File: src/sv/hptp_pkg.sv
// ----------------------------------------------------------------------------
// hptp_pkg
// Shared widths, character codes and the character class bundle of the
// hex pair timestamp parser.
// ----------------------------------------------------------------------------
package hptp_pkg;

    localparam int MAX_DIGITS_DEF = 8;   // digits per field before overflow
    localparam int VAL_W          = 32;  // width of each accumulated field
    localparam int CHAR_W         = 8;
    localparam int HEX_W          = 4;

    localparam logic [CHAR_W-1:0] CHAR_SLASH   = 8'h2F;
    localparam logic [CHAR_W-1:0] CHAR_SPACE   = 8'h20;
    localparam logic [CHAR_W-1:0] CHAR_TAB     = 8'h09;
    localparam logic [CHAR_W-1:0] CHAR_CR      = 8'h0D;
    localparam logic [CHAR_W-1:0] CHAR_ZERO    = 8'h30;
    localparam logic [CHAR_W-1:0] CHAR_NINE    = 8'h39;
    localparam logic [CHAR_W-1:0] CHAR_UP_A    = 8'h41;
    localparam logic [CHAR_W-1:0] CHAR_UP_F    = 8'h46;
    localparam logic [CHAR_W-1:0] CHAR_LO_A    = 8'h61;
    localparam logic [CHAR_W-1:0] CHAR_LO_F    = 8'h66;
    localparam logic [HEX_W-1:0]  HEX_TEN      = 4'hA;

    // item kinds carried in tuser
    localparam logic KIND_CHAR = 1'b0;
    localparam logic KIND_EOS  = 1'b1;

    // classification of one character
    typedef struct packed {
        logic             is_hex;
        logic [HEX_W-1:0] hex_val;
        logic             is_space;
        logic             is_slash;
    } char_class_t;

endpackage

File: src/sv/hptp_decode.sv
// ----------------------------------------------------------------------------
// hptp_decode
// Character classifier: hex digit value, whitespace and slash detection.
// ----------------------------------------------------------------------------
module hptp_decode
    import hptp_pkg::*;
(
    input  logic [CHAR_W-1:0] character,
    output char_class_t       cls
);

    logic is_dec;
    logic is_up;
    logic is_lo;

    assign is_dec = (character >= CHAR_ZERO) && (character <= CHAR_NINE);
    assign is_up  = (character >= CHAR_UP_A) && (character <= CHAR_UP_F);
    assign is_lo  = (character >= CHAR_LO_A) && (character <= CHAR_LO_F);

    always_comb
    begin
        cls.is_hex   = is_dec || is_up || is_lo;
        cls.is_slash = (character == CHAR_SLASH);
        cls.is_space = (character == CHAR_SPACE) ||
                       ((character >= CHAR_TAB) && (character <= CHAR_CR));
        if (is_dec)
        begin
            cls.hex_val = HEX_W'(character - CHAR_ZERO);
        end
        else if (is_up)
        begin
            cls.hex_val = HEX_W'(character - CHAR_UP_A) + HEX_TEN;
        end
        else if (is_lo)
        begin
            cls.hex_val = HEX_W'(character - CHAR_LO_A) + HEX_TEN;
        end
        else
        begin
            cls.hex_val = '0;
        end
    end

endmodule

File: src/sv/hptp_core.sv
// ----------------------------------------------------------------------------
// hptp_core
// Parse state, per-item step logic and the result register.
// ----------------------------------------------------------------------------
module hptp_core
    import hptp_pkg::*;
#(
    parameter int MAX_DIGITS = MAX_DIGITS_DEF
)
(
    input  logic              clk,
    input  logic              rst_n,
    input  logic              skip_ws,
    input  logic              step_valid,
    input  logic              step_kind,
    input  char_class_t       cls,
    output logic              advance,
    output logic              m_axis_tvalid,
    input  logic              m_axis_tready,
    output logic [2*VAL_W-1:0] m_axis_tdata,   // [31:0] upper_value, [63:32] lower_value
    output logic [1:0]        m_axis_tuser     // [0] valid_res, [1] terminator_returned
);

    localparam int CNT_W = $clog2(MAX_DIGITS + 2);
    localparam logic [CNT_W-1:0] CNT_MAX = CNT_W'(MAX_DIGITS);

    typedef enum logic [1:0] {PH_START, PH_UPPER, PH_LOWER} phase_t;

    phase_t             phase_reg, phase_next, ph_eff;
    logic [VAL_W-1:0]   upper_reg, upper_next;
    logic [VAL_W-1:0]   lower_reg, lower_next;
    logic [CNT_W-1:0]   cnt_reg, cnt_next;
    logic               ovf_reg, ovf_next;
    logic               out_valid_reg, out_valid_next;
    logic [VAL_W-1:0]   out_upper_reg, out_upper_next;
    logic [VAL_W-1:0]   out_lower_reg, out_lower_next;
    logic               out_ok_reg, out_ok_next;
    logic               out_term_reg, out_term_next;

    logic hit;
    logic in_start;
    logic has_res;
    logic ret;
    logic ok;

    assign advance = !out_valid_reg || m_axis_tready;
    assign hit     = step_valid && advance;

    // unused phase code behaves like the start phase
    assign in_start = (phase_reg != PH_UPPER) && (phase_reg != PH_LOWER);
    assign ok       = (phase_reg == PH_LOWER) && (cnt_reg != '0) && !ovf_reg;

    always_comb
    begin
        case (phase_reg)
            PH_UPPER: ph_eff = PH_UPPER;
            PH_LOWER: ph_eff = PH_LOWER;
            default:  ph_eff = PH_UPPER;
        endcase
    end

    always_comb
    begin
        phase_next     = phase_reg;
        upper_next     = upper_reg;
        lower_next     = lower_reg;
        cnt_next       = cnt_reg;
        ovf_next       = ovf_reg;
        out_valid_next = out_valid_reg;
        out_upper_next = out_upper_reg;
        out_lower_next = out_lower_reg;
        out_ok_next    = out_ok_reg;
        out_term_next  = out_term_reg;
        has_res        = 1'b0;
        ret            = 1'b0;

        if (hit)
        begin
            if (step_kind == KIND_EOS)
            begin
                has_res = 1'b1;
            end
            else if (in_start && skip_ws && cls.is_space)
            begin
                phase_next = phase_reg;
            end
            else if (cls.is_hex)
            begin
                phase_next = ph_eff;
                if (ph_eff == PH_UPPER)
                begin
                    upper_next = {upper_reg[VAL_W-HEX_W-1:0], cls.hex_val};
                end
                else
                begin
                    lower_next = {lower_reg[VAL_W-HEX_W-1:0], cls.hex_val};
                end
                if (cnt_reg <= CNT_MAX)
                begin
                    cnt_next = cnt_reg + 1'b1;
                end
                ovf_next = (cnt_next > CNT_MAX);
            end
            else if (!ovf_reg && (ph_eff == PH_UPPER) && cls.is_slash && (cnt_reg != '0))
            begin
                phase_next = PH_LOWER;
                cnt_next   = '0;
            end
            else
            begin
                has_res = 1'b1;
                ret     = 1'b1;
            end

            if (has_res)
            begin
                phase_next = PH_START;
                upper_next = '0;
                lower_next = '0;
                cnt_next   = '0;
                ovf_next   = 1'b0;
            end
        end

        if (advance)
        begin
            out_valid_next = hit && has_res;
            if (hit && has_res)
            begin
                out_ok_next    = ok;
                out_term_next  = ret;
                out_upper_next = ok ? upper_reg : '0;
                out_lower_next = ok ? lower_reg : '0;
            end
        end
    end

    always_ff @(posedge clk or negedge rst_n)
    begin
        if (!rst_n)
        begin
            phase_reg     <= PH_START;
            upper_reg     <= '0;
            lower_reg     <= '0;
            cnt_reg       <= '0;
            ovf_reg       <= 1'b0;
            out_valid_reg <= 1'b0;
            out_upper_reg <= '0;
            out_lower_reg <= '0;
            out_ok_reg    <= 1'b0;
            out_term_reg  <= 1'b0;
        end
        else
        begin
            phase_reg     <= phase_next;
            upper_reg     <= upper_next;
            lower_reg     <= lower_next;
            cnt_reg       <= cnt_next;
            ovf_reg       <= ovf_next;
            out_valid_reg <= out_valid_next;
            out_upper_reg <= out_upper_next;
            out_lower_reg <= out_lower_next;
            out_ok_reg    <= out_ok_next;
            out_term_reg  <= out_term_next;
        end
    end

    assign m_axis_tvalid = out_valid_reg;
    assign m_axis_tdata  = {out_lower_reg, out_upper_reg};
    assign m_axis_tuser  = {out_term_reg, out_ok_reg};

    // a finished parse always leaves the parser in the start phase
    a_finish_restarts: assert property (@(posedge clk) disable iff (!rst_n)
        (hit && has_res) |=> (phase_reg == PH_START))
        else $error("parser not back in start phase after a result");

    // digit count saturates one above the field limit
    a_cnt_bound: assert property (@(posedge clk) disable iff (!rst_n)
        cnt_reg <= CNT_W'(MAX_DIGITS + 1))
        else $error("digit count beyond saturation");

    // overflow is only flagged with a saturated count
    a_ovf_cnt: assert property (@(posedge clk) disable iff (!rst_n)
        ovf_reg |-> (cnt_reg == CNT_W'(MAX_DIGITS + 1)))
        else $error("overflow flag without saturated count");

    // end of stream yields a result with no returned terminator
    a_eos_result: assert property (@(posedge clk) disable iff (!rst_n)
        (hit && (step_kind == KIND_EOS)) |=> (out_valid_reg && !out_term_reg))
        else $error("end of stream did not give a plain result");

endmodule

File: src/sv/hex_pair_timestamp_parser_unit.sv
// ----------------------------------------------------------------------------
// hex_pair_timestamp_parser_unit
// Streaming parser for "upper/lower" hex timestamps, one character a transfer.
// ----------------------------------------------------------------------------
// Each input transfer carries one character (tdata) or an end-of-stream mark
// (tuser = 1). The block takes one transfer per clock as long as results are
// taken. A result held on the output stalls the step stage, and the input
// stops once its one-entry register is full as well. A character is held in
// an input register, then classified and folded into the parse state by the
// step logic (digit decode and a 4-bit shift-in); that state feedback loop
// is what sets the rate of one item per cycle while results are taken.
// A result is offered from the output register once the transfer that ends
// the parse has passed the input register and the step: an end of stream,
// or a character that is not consumed (terminator_returned = 1).
// valid_res is set only when the lower field holds 1..MAX_DIGITS digits and
// no field overflowed; otherwise both values read as zero. After every
// result the parser is back at its start phase. skip_whitespace (reset 1)
// lets leading whitespace be dropped; write it only while the block is idle.
// ----------------------------------------------------------------------------
module hex_pair_timestamp_parser_unit
    import hptp_pkg::*;
#(
    parameter int MAX_DIGITS = MAX_DIGITS_DEF
)
(
    input  logic               clk,
    input  logic               rst_n,

    // configuration: skip_whitespace
    input  logic               cfg_valid,
    output logic               cfg_ready,
    input  logic               cfg_data,

    input  logic               s_axis_tvalid,
    output logic               s_axis_tready,
    input  logic [CHAR_W-1:0]  s_axis_tdata,   // [7:0] character
    input  logic               s_axis_tuser,   // [0] kind

    output logic               m_axis_tvalid,
    input  logic               m_axis_tready,
    output logic [2*VAL_W-1:0] m_axis_tdata,   // [31:0] upper_value, [63:32] lower_value
    output logic [1:0]         m_axis_tuser    // [0] valid_res, [1] terminator_returned
);

    logic              skip_ws_reg;
    logic              in_valid_reg, in_valid_next;
    logic              in_kind_reg;
    logic [CHAR_W-1:0] in_char_reg;
    logic              advance;
    logic              s_take;
    char_class_t       cls;

    assign cfg_ready     = 1'b1;
    // the input stage frees whenever the step stage moves
    assign s_axis_tready = !in_valid_reg || advance;
    assign s_take        = s_axis_tvalid && s_axis_tready;

    always_comb
    begin
        if (s_take)
        begin
            in_valid_next = 1'b1;
        end
        else if (advance)
        begin
            in_valid_next = 1'b0;
        end
        else
        begin
            in_valid_next = in_valid_reg;
        end
    end

    always_ff @(posedge clk or negedge rst_n)
    begin
        if (!rst_n)
        begin
            skip_ws_reg  <= 1'b1;
            in_valid_reg <= 1'b0;
        end
        else
        begin
            in_valid_reg <= in_valid_next;
            if (cfg_valid && cfg_ready)
            begin
                skip_ws_reg <= cfg_data;
            end
        end
    end

    // payload of the input stage
    always_ff @(posedge clk)
    begin
        if (s_take)
        begin
            in_kind_reg <= s_axis_tuser;
            in_char_reg <= s_axis_tdata;
        end
    end

    hptp_decode u_decode (
        .character (in_char_reg),
        .cls       (cls)
    );

    hptp_core #(
        .MAX_DIGITS (MAX_DIGITS)
    ) u_core (
        .clk           (clk),
        .rst_n         (rst_n),
        .skip_ws       (skip_ws_reg),
        .step_valid    (in_valid_reg),
        .step_kind     (in_kind_reg),
        .cls           (cls),
        .advance       (advance),
        .m_axis_tvalid (m_axis_tvalid),
        .m_axis_tready (m_axis_tready),
        .m_axis_tdata  (m_axis_tdata),
        .m_axis_tuser  (m_axis_tuser)
    );

endmodule
File: config.mk
export PLATFORM = sky130hd
export DESIGN_NAME = hex_pair_timestamp_parser_unit
export DESIGN_NICKNAME = d
export VERILOG_FILES = /design/src/sv/hptp_pkg.sv /design/src/sv/hptp_decode.sv /design/src/sv/hptp_core.sv /design/src/sv/hex_pair_timestamp_parser_unit.sv
export SDC_FILE = /design/constraint.sdc
export NUM_CORES = 1
export LEC_CHECK = 0
export BUFFER_PORTS_ARGS = -buffer_cell sky130_fd_sc_hd__buf_2
export CORE_MARGIN = 10
export CORE_UTILIZATION = 40
export CTS_BUF_LIST = sky130_fd_sc_hd__clkbuf_4 sky130_fd_sc_hd__clkbuf_8 sky130_fd_sc_hd__clkbuf_16
export CTS_CLUSTER_DIAMETER = 50
export CTS_CLUSTER_SIZE = 14
export DETAILED_ROUTE_END_ITERATION = 10
export HOLD_SLACK_MARGIN = 0.06
export SYNTH_ARGS = -nofsm -noshare
export SYNTH_HDL_FRONTEND = slang
export SYNTH_SLANG_ARGS = --single-unit
File: constraint.sdc
create_clock -name clk -period 7.3 [get_ports clk]
set_clock_uncertainty 0.1 [all_clocks]
set_input_delay 0 -clock clk [delete_from_list [all_inputs] [get_ports clk]]
set_output_delay 0 -clock clk [all_outputs]
set_load 0.005 [all_outputs]
; ---- Yosys cells after proc, flatten, opt, wreduce, memory -nomap -nowiden
; Cells that the tools add are included.
[totals]
ff_bits = 149
latch_bits = 0
ramBits = 0
romBits = 0
in_bits = 15
elab_cells = 117
mem_count = 0
[classes]
n_addsub = 6
n_mul = 0
div_mod_pow = 0
magnitude_cmp = 10
n_eq_ne = 9
shift = 0
n_mux = 45
n_bitwise = 0
reduce_logical = 33
[ops]
columns = operator, count
row1 = $mux W32, 12
row2 = $mux W4, 13
row3 = $eq A8 B6 Y1 const B, 2
row4 = $ge A8 B7 Y1 const B, 2
row5 = $le A8 B7 Y1 const B, 2
row6 = $logic_and A1 B1 Y1, 15
row7 = $mux W1, 14
row8 = $mux W2, 6
row9 = $sub A4 B1 Y4 const B, 3
row10 = $reduce_and A5 Y1, 2
row11 = $add A4 B4 Y4 const B, 2
row12 = $ge A8 B4 Y1 const B, 1
row13 = $ge A8 B6 Y1 const B, 1
row14 = $le A8 B4 Y1 const B, 1
row15 = $le A8 B6 Y1 const B, 1
row16 = $reduce_and A4 Y1, 2
row17 = $ne A2 B2 Y1 const B, 3
row18 = $reduce_bool A2 Y1, 3
row19 = $logic_or A1 B1 Y1, 5
row20 = $add A4 B1 Y4 const B, 1
row21 = $gt A4 B4 Y1 const B, 1
row22 = $le A4 B4 Y1 const B, 1
row23 = $ne A2 B1 Y1 const B, 2
row24 = $reduce_bool A4 Y1, 1
row25 = other kinds (5), 7

; ---- Logic depth before layout (Yosys ltp)
[depth]
word_depth = 14
depth_mapped = 11
mapped_depth_nobuf = 8

; ---- Cells and area by module
; Synthesis repeated with hierarchy kept, for this count alone.
[unflattened]
hier_cells = 526
hier_area_um2 = 6292.3
[by_module_without_submodules]
columns = module, n_inst, cells_per_inst, area_per_inst_um2, seq_area_each_um2
row1 = hptp_core, 1, 475, 5652.9, 3453.3
row2 = hex_pair_timestamp_parser_unit, 1, 17, 374.1, 321.6
row3 = hptp_decode, 1, 34, 265.3, 0.0

; ---- Least setup slack after synthesis
; No wires, ideal clock.
[synth_path]
path_kind = reg2reg
startpoint = register in_char_reg[0]
endpoint = register u_core.out_ok_reg
arrival_ns = 2.312
slack_ns = 4.761
stages_incl_launch_ff = 10
path_buffers = 2
path_cell_list = edfxtp_1 inv_1 ha_1 or3b_2 a32oi_1 or2_4 a31o_1 clkbuf_1 buf_6 mux2_1
[synth_via]
elab_chain_len = 11
word_cells_on_any_way = 28
[synth_rtl]
columns = element, line_no
row1 = start: declaration, hex_pair_timestamp_parser_unit.sv:48  ; logic [CHAR_W-1:0] in_char_reg;
row2 = start signal: assignment, hex_pair_timestamp_parser_unit.sv:97  ; in_char_reg <= s_axis_tdata;
row3 = $ge A8 B6 Y1 (tied with other cells), hptp_decode.sv:16  ; assign is_dec = (character >= CHAR_ZERO) && (character <= CHAR_NINE);
row4 = "$logic_and A1 B1 Y1, on equally long branches", "hptp_decode.sv:16, hptp_core.sv:104, hptp_decode.sv:17"
row5 = $logic_or A1 B1 Y1 / $logic_and A1 B1 Y1 (equally long branches), "hptp_decode.sv:22, hptp_core.sv:104"
row6 = $logic_or A1 B1 Y1 / $mux W1 (equally long branches), "hptp_decode.sv:22, hptp_core.sv:104"
row7 = $mux W1, hptp_core.sv:87  ; else if (cls.is_hex)
row8 = $mux W1 (*), hptp_core.sv:83  ; else if (in_start && skip_ws && cls.is_space)
row9 = $mux W1 (*), hptp_core.sv:79  ; if (step_kind == KIND_EOS)
row10 = $mux W1 (*) (2 in a row), hptp_core.sv:77  ; if (hit)
row11 = $logic_and A1 B1 Y1 (*), hptp_core.sv:128  ; if (hit && has_res)
row12 = $reduce_and A2 Y1 (no line) (*), --
row13 = end signal: assignment, hptp_core.sv:163  ; out_ok_reg <= out_ok_next;
row14 = end: declaration, hptp_core.sv:37  ; logic out_ok_reg, out_ok_next;
; Every way passes the cells marked *; elsewhere a longest branch is shown, timed or not. The select of a mux whose other input is x is not followed.
; A chain may end at the register's enable or synchronous reset.

; ---- Final worst setup path
; Ends and elaborated chain as after synthesis.

==> impl_metrics.json <==
{
  "nNetsFinal": 653,
  "cp_slowest_cell": "buf_4",
  "synth_cells": 541,
  "seq_area_frac_synth": 0.595,
  "syn_nets": 563,
  "final_layout_size_suffix_gt1_frac": 0.210,
  "clock.fmax_mhz": 295,
  "clock-root-buffer": "clkbuf_16",
  "grt_use_met1": 0.159,
  "wirelength_microns": 13100,
  "finalHoldViolations": 0,
  "grt_pass1_vias": 4408,
  "grt-ovfl-total": 0,
  "crit_type": "flop to flop",
  "ir_worst_vdd_mv": 0.152,
  "clock_power_share": 0.475,
  "power_density_nw_per_um2": 252,
  "dr.pass1.iters": 4,
  "ff2ff_path_depth": 8,
  "cpPeakStageDelay_ns": 0.81,
  "wire_per_inst_microns": 15.3,
  "worst_pin_slew_ns": 1.09,
  "period_share": 0.464,
  "clkLatencyLatePin_ns": 0.42,
  "drtIter0Drc": 281,
  "post-route-cell-area_sq_um": 7660,
  "num_io_pins": 84,
  "p_int_mw": 1.50,
  "drc_errors": 0,
  "worstPathArrival_ns": 3.59,
  "multiInputGateArea_sq_um": 2110,
  "grt_usage": 0.127,
  "ys_seq_elements": 149,
  "regArea_sq_um": 3770,
  "cts_buffers": 17,
  "n_fill_cell": 1353,
  "min_path_type": "input pin to asynchronous set/reset pin",
  "grt_antenna_before_repair": 0,
  "holdWs_ns": 0.0400,
  "critPathLaunchType": "flop",
  "diodes": 0,
  "die_h_microns": 146,
  "leakagePower_nw": 3.74,
  "p_sw_frac": 0.223,
  "finalMaxSlewViolations": 0,
  "cts_tree": "yes",
  "ys.flop_type": "dfrtp_1",
  "htreeDepth": 4,
  "viasPerCell": 4.99,
  "synth-edff-count": 9,
  "path_cells": "inv_1 -> ha_1 -> or3b_2 -> a32oi_1 -> or2_4 -> a31o_4 -> buf_4 -> mux2_1",
  "grt_use_met2": 0.202,
  "rsz0062_at_grt": "no",
  "syn_to_final_growth_pct": 20.7,
  "instances_no_fill": 854,
  "avgSynthCellArea_sq_um": 11.7,
  "num_vias": 4260,
  "netSwitchingPower_uw": 431,
  "gp_congestion": 0.832,
  "die_w_microns": 146,
  "setup_viol": 0,
  "pwr-share-comb": 0.082,
  "synth_warnings": 0,
  "synth.distinct_cells": 49,
  "maxCapViolations": 0,
  "place_inst": 808,
  "setup_tns_ns": 0,
  "ant_nets": 0,
  "status": "finished, final reports clean",
  "cp.required_ns": 7.50,
  "cts_resized": 0,
  "dp_hpwl_microns": 8630,
  "die-area_sq_um": 21300,
  "grtUsageMet3": 0.0388,
  "cts_buffer_depth": 2,
  "cts.sinks": 149,
  "synth.cell_area_sq_um": 6350,
  "start_util": 0.413,
  "finalCriticalPeriod_ns": 3.39,
  "io_buffers": 82,
  "grt_pass1_wl_microns": 22300,
  "p_seq_frac": 0.443,
  "fin_util": 0.499,
  "async_flop_share": 0.940,
  "relSlewSlack": 0.271,
  "place_area_sq_um": 6890,
  "busiest_layer": "met2",
  "core-area_sq_um": 15400,
  "clk_pin_slew_ns": 0.06,
  "grt_max_degree": 80,
  "worstSetupEndpointType": "flop",
  "row_count": 45,
  "crit_path_max_fanout": 65
}
-- synthesized netlist by cell type (2+ instances only) --
library cell  number  area [sq um]
dfrtp_1          139          3480
nand2_1           75           282
inv_1             74           278
mux2i_1           64           641
a22o_1            58           508
nor2_1            11          41.3
buf_2             10          50.1
edfxtp_1           9           270
clkbuf_1           8          30.0
o21ai_0            8          40.0
buf_6              7          78.8
ha_1               7          87.6
nand3_1            7          35.0
buf_4              6          45.0
o2bb2ai_1          6          52.6
a21oi_1            4          20.0
and2_1             4          25.0
nor3_1             4          20.0
a31oi_1            3          18.8
nand2b_1           3          18.8
a21boi_0           2          15.0
a21o_1             2          15.0
a21oi_2            2          17.5
a221oi_1           2          17.5
o21ai_1            2          10.0
-- metrics by stage --
stage	setup WS, ns	power, mW
final	3.91	1.93
after global routing	3.73	2.01
after CTS	3.89	1.96
after detailed placement	3.91	1.02
after global placement	4.05	1.02
after floorplan	4.76	0.984
-- layout make-up --
type | instances | area share
clock buffers | 22 | 0.0620
multi-input cells | 286 | 0.275
well taps | 211 | 0.0344
flip-flops and latches | 149 | 0.493
repair buffers | 103 | 0.0798
inverters | 74 | 0.0362
clock inverters | 9 | 0.0198
-- power groups by stage --
| stage | Clock (mW) | Sequential [mW] | Combinational, mW |
|---|---|---|---|
| after CTS | 0.940 | 0.857 | 0.162 |
| after floorplan | 0 | 0.867 | 0.117 |
| final | 0.919 | 0.857 | 0.158 |
| after global routing | 0.976 | 0.858 | 0.175 |
| after detailed placement | 0 | 0.871 | 0.154 |
| after global placement | 0 | 0.871 | 0.149 |
-- metal layers --
layer	vias to the layer above	wire length (microns)
li1	2021	-
met1	2135	5990
met2	88	6460
met3	16	465
met4	0	184
met5	-	0
-- timing repair --
| action | in CTS | in global routing |
|---|---|---|
| endpoints found under the hold margin | 99 | 0 |
| hold buffers | 15 | 0 |
| buffers inserted | 0 | 0 |
-- kinds of logic after synthesis --
logic type                 synth area share
xor gates and xnor gates            0.00138
adders and majority gates            0.0138
AOI/OAI and AO/OA                     0.125
and+or+nand+nor                      0.0840
DFF                                   0.595
muxes                                 0.104
buffers and inverters                0.0767
other                              0.000591
-- cell usage in the layout, fill, tap and decap left out, types with 2 or more instances in the layout --
cell type / Yosys / final
clkbuf_8: 0 / 2
dfrtp_1: 139 / 139
nor2_1: 11 / 11
a31oi_1: 3 / 3
and2_1: 4 / 4
buf_2: 10 / 81
o21ai_0: 8 / 8
nand2_1: 75 / 75
a21o_1: 2 / 2
dlygate4sd3_1: 0 / 15
a21oi_1: 4 / 4
nand2b_1: 3 / 3
a221oi_1: 2 / 2
ha_1: 7 / 7
nor3_1: 4 / 3
clkbuf_4: 0 / 3
buf_4: 6 / 6
mux2i_1: 64 / 64
clkbuf_16: 0 / 17
nand3_1: 7 / 7
a21boi_0: 2 / 2
a21oi_2: 2 / 2
bufinv_16: 0 / 4
inv_1: 74 / 74
a22o_1: 58 / 58
clkinv_2: 0 / 3
o2bb2ai_1: 6 / 6
edfxtp_1: 9 / 9
o21ai_2: 0 / 2
-- final timing paths --
kind                                     startpoint                        to  slack (ns)
worst max-delay path                 in_char_reg[0]         u_core.out_ok_reg        3.91
worst min-delay path                          rst_n  u_core.out_lower_reg[13]        0.04
worst max register to register       in_char_reg[0]         u_core.out_ok_reg        3.91
worst min register to register  u_core.phase_reg[0]       u_core.phase_reg[0]        0.38
max in group asynchronous                     rst_n       u_core.lower_reg[8]        5.72
min in group clk                    s_axis_tdata[7]            in_char_reg[7]        0.19
-- worst max-delay path: cells and delay by family, from the launching register on --
| family | cells | cell delay, ns |
|---|---|---|
| AOI/OAI and AO/OA | 2 | 0.42 |
| adders and majority gates | 1 | 0.25 |
| buffers and inverters | 2 | 0.95 |
| DFF | 1 | 0.44 |
| muxes | 1 | 0.39 |
| and+or+nand+nor | 2 | 0.66 |
Power figures use the tool's default switching activity.
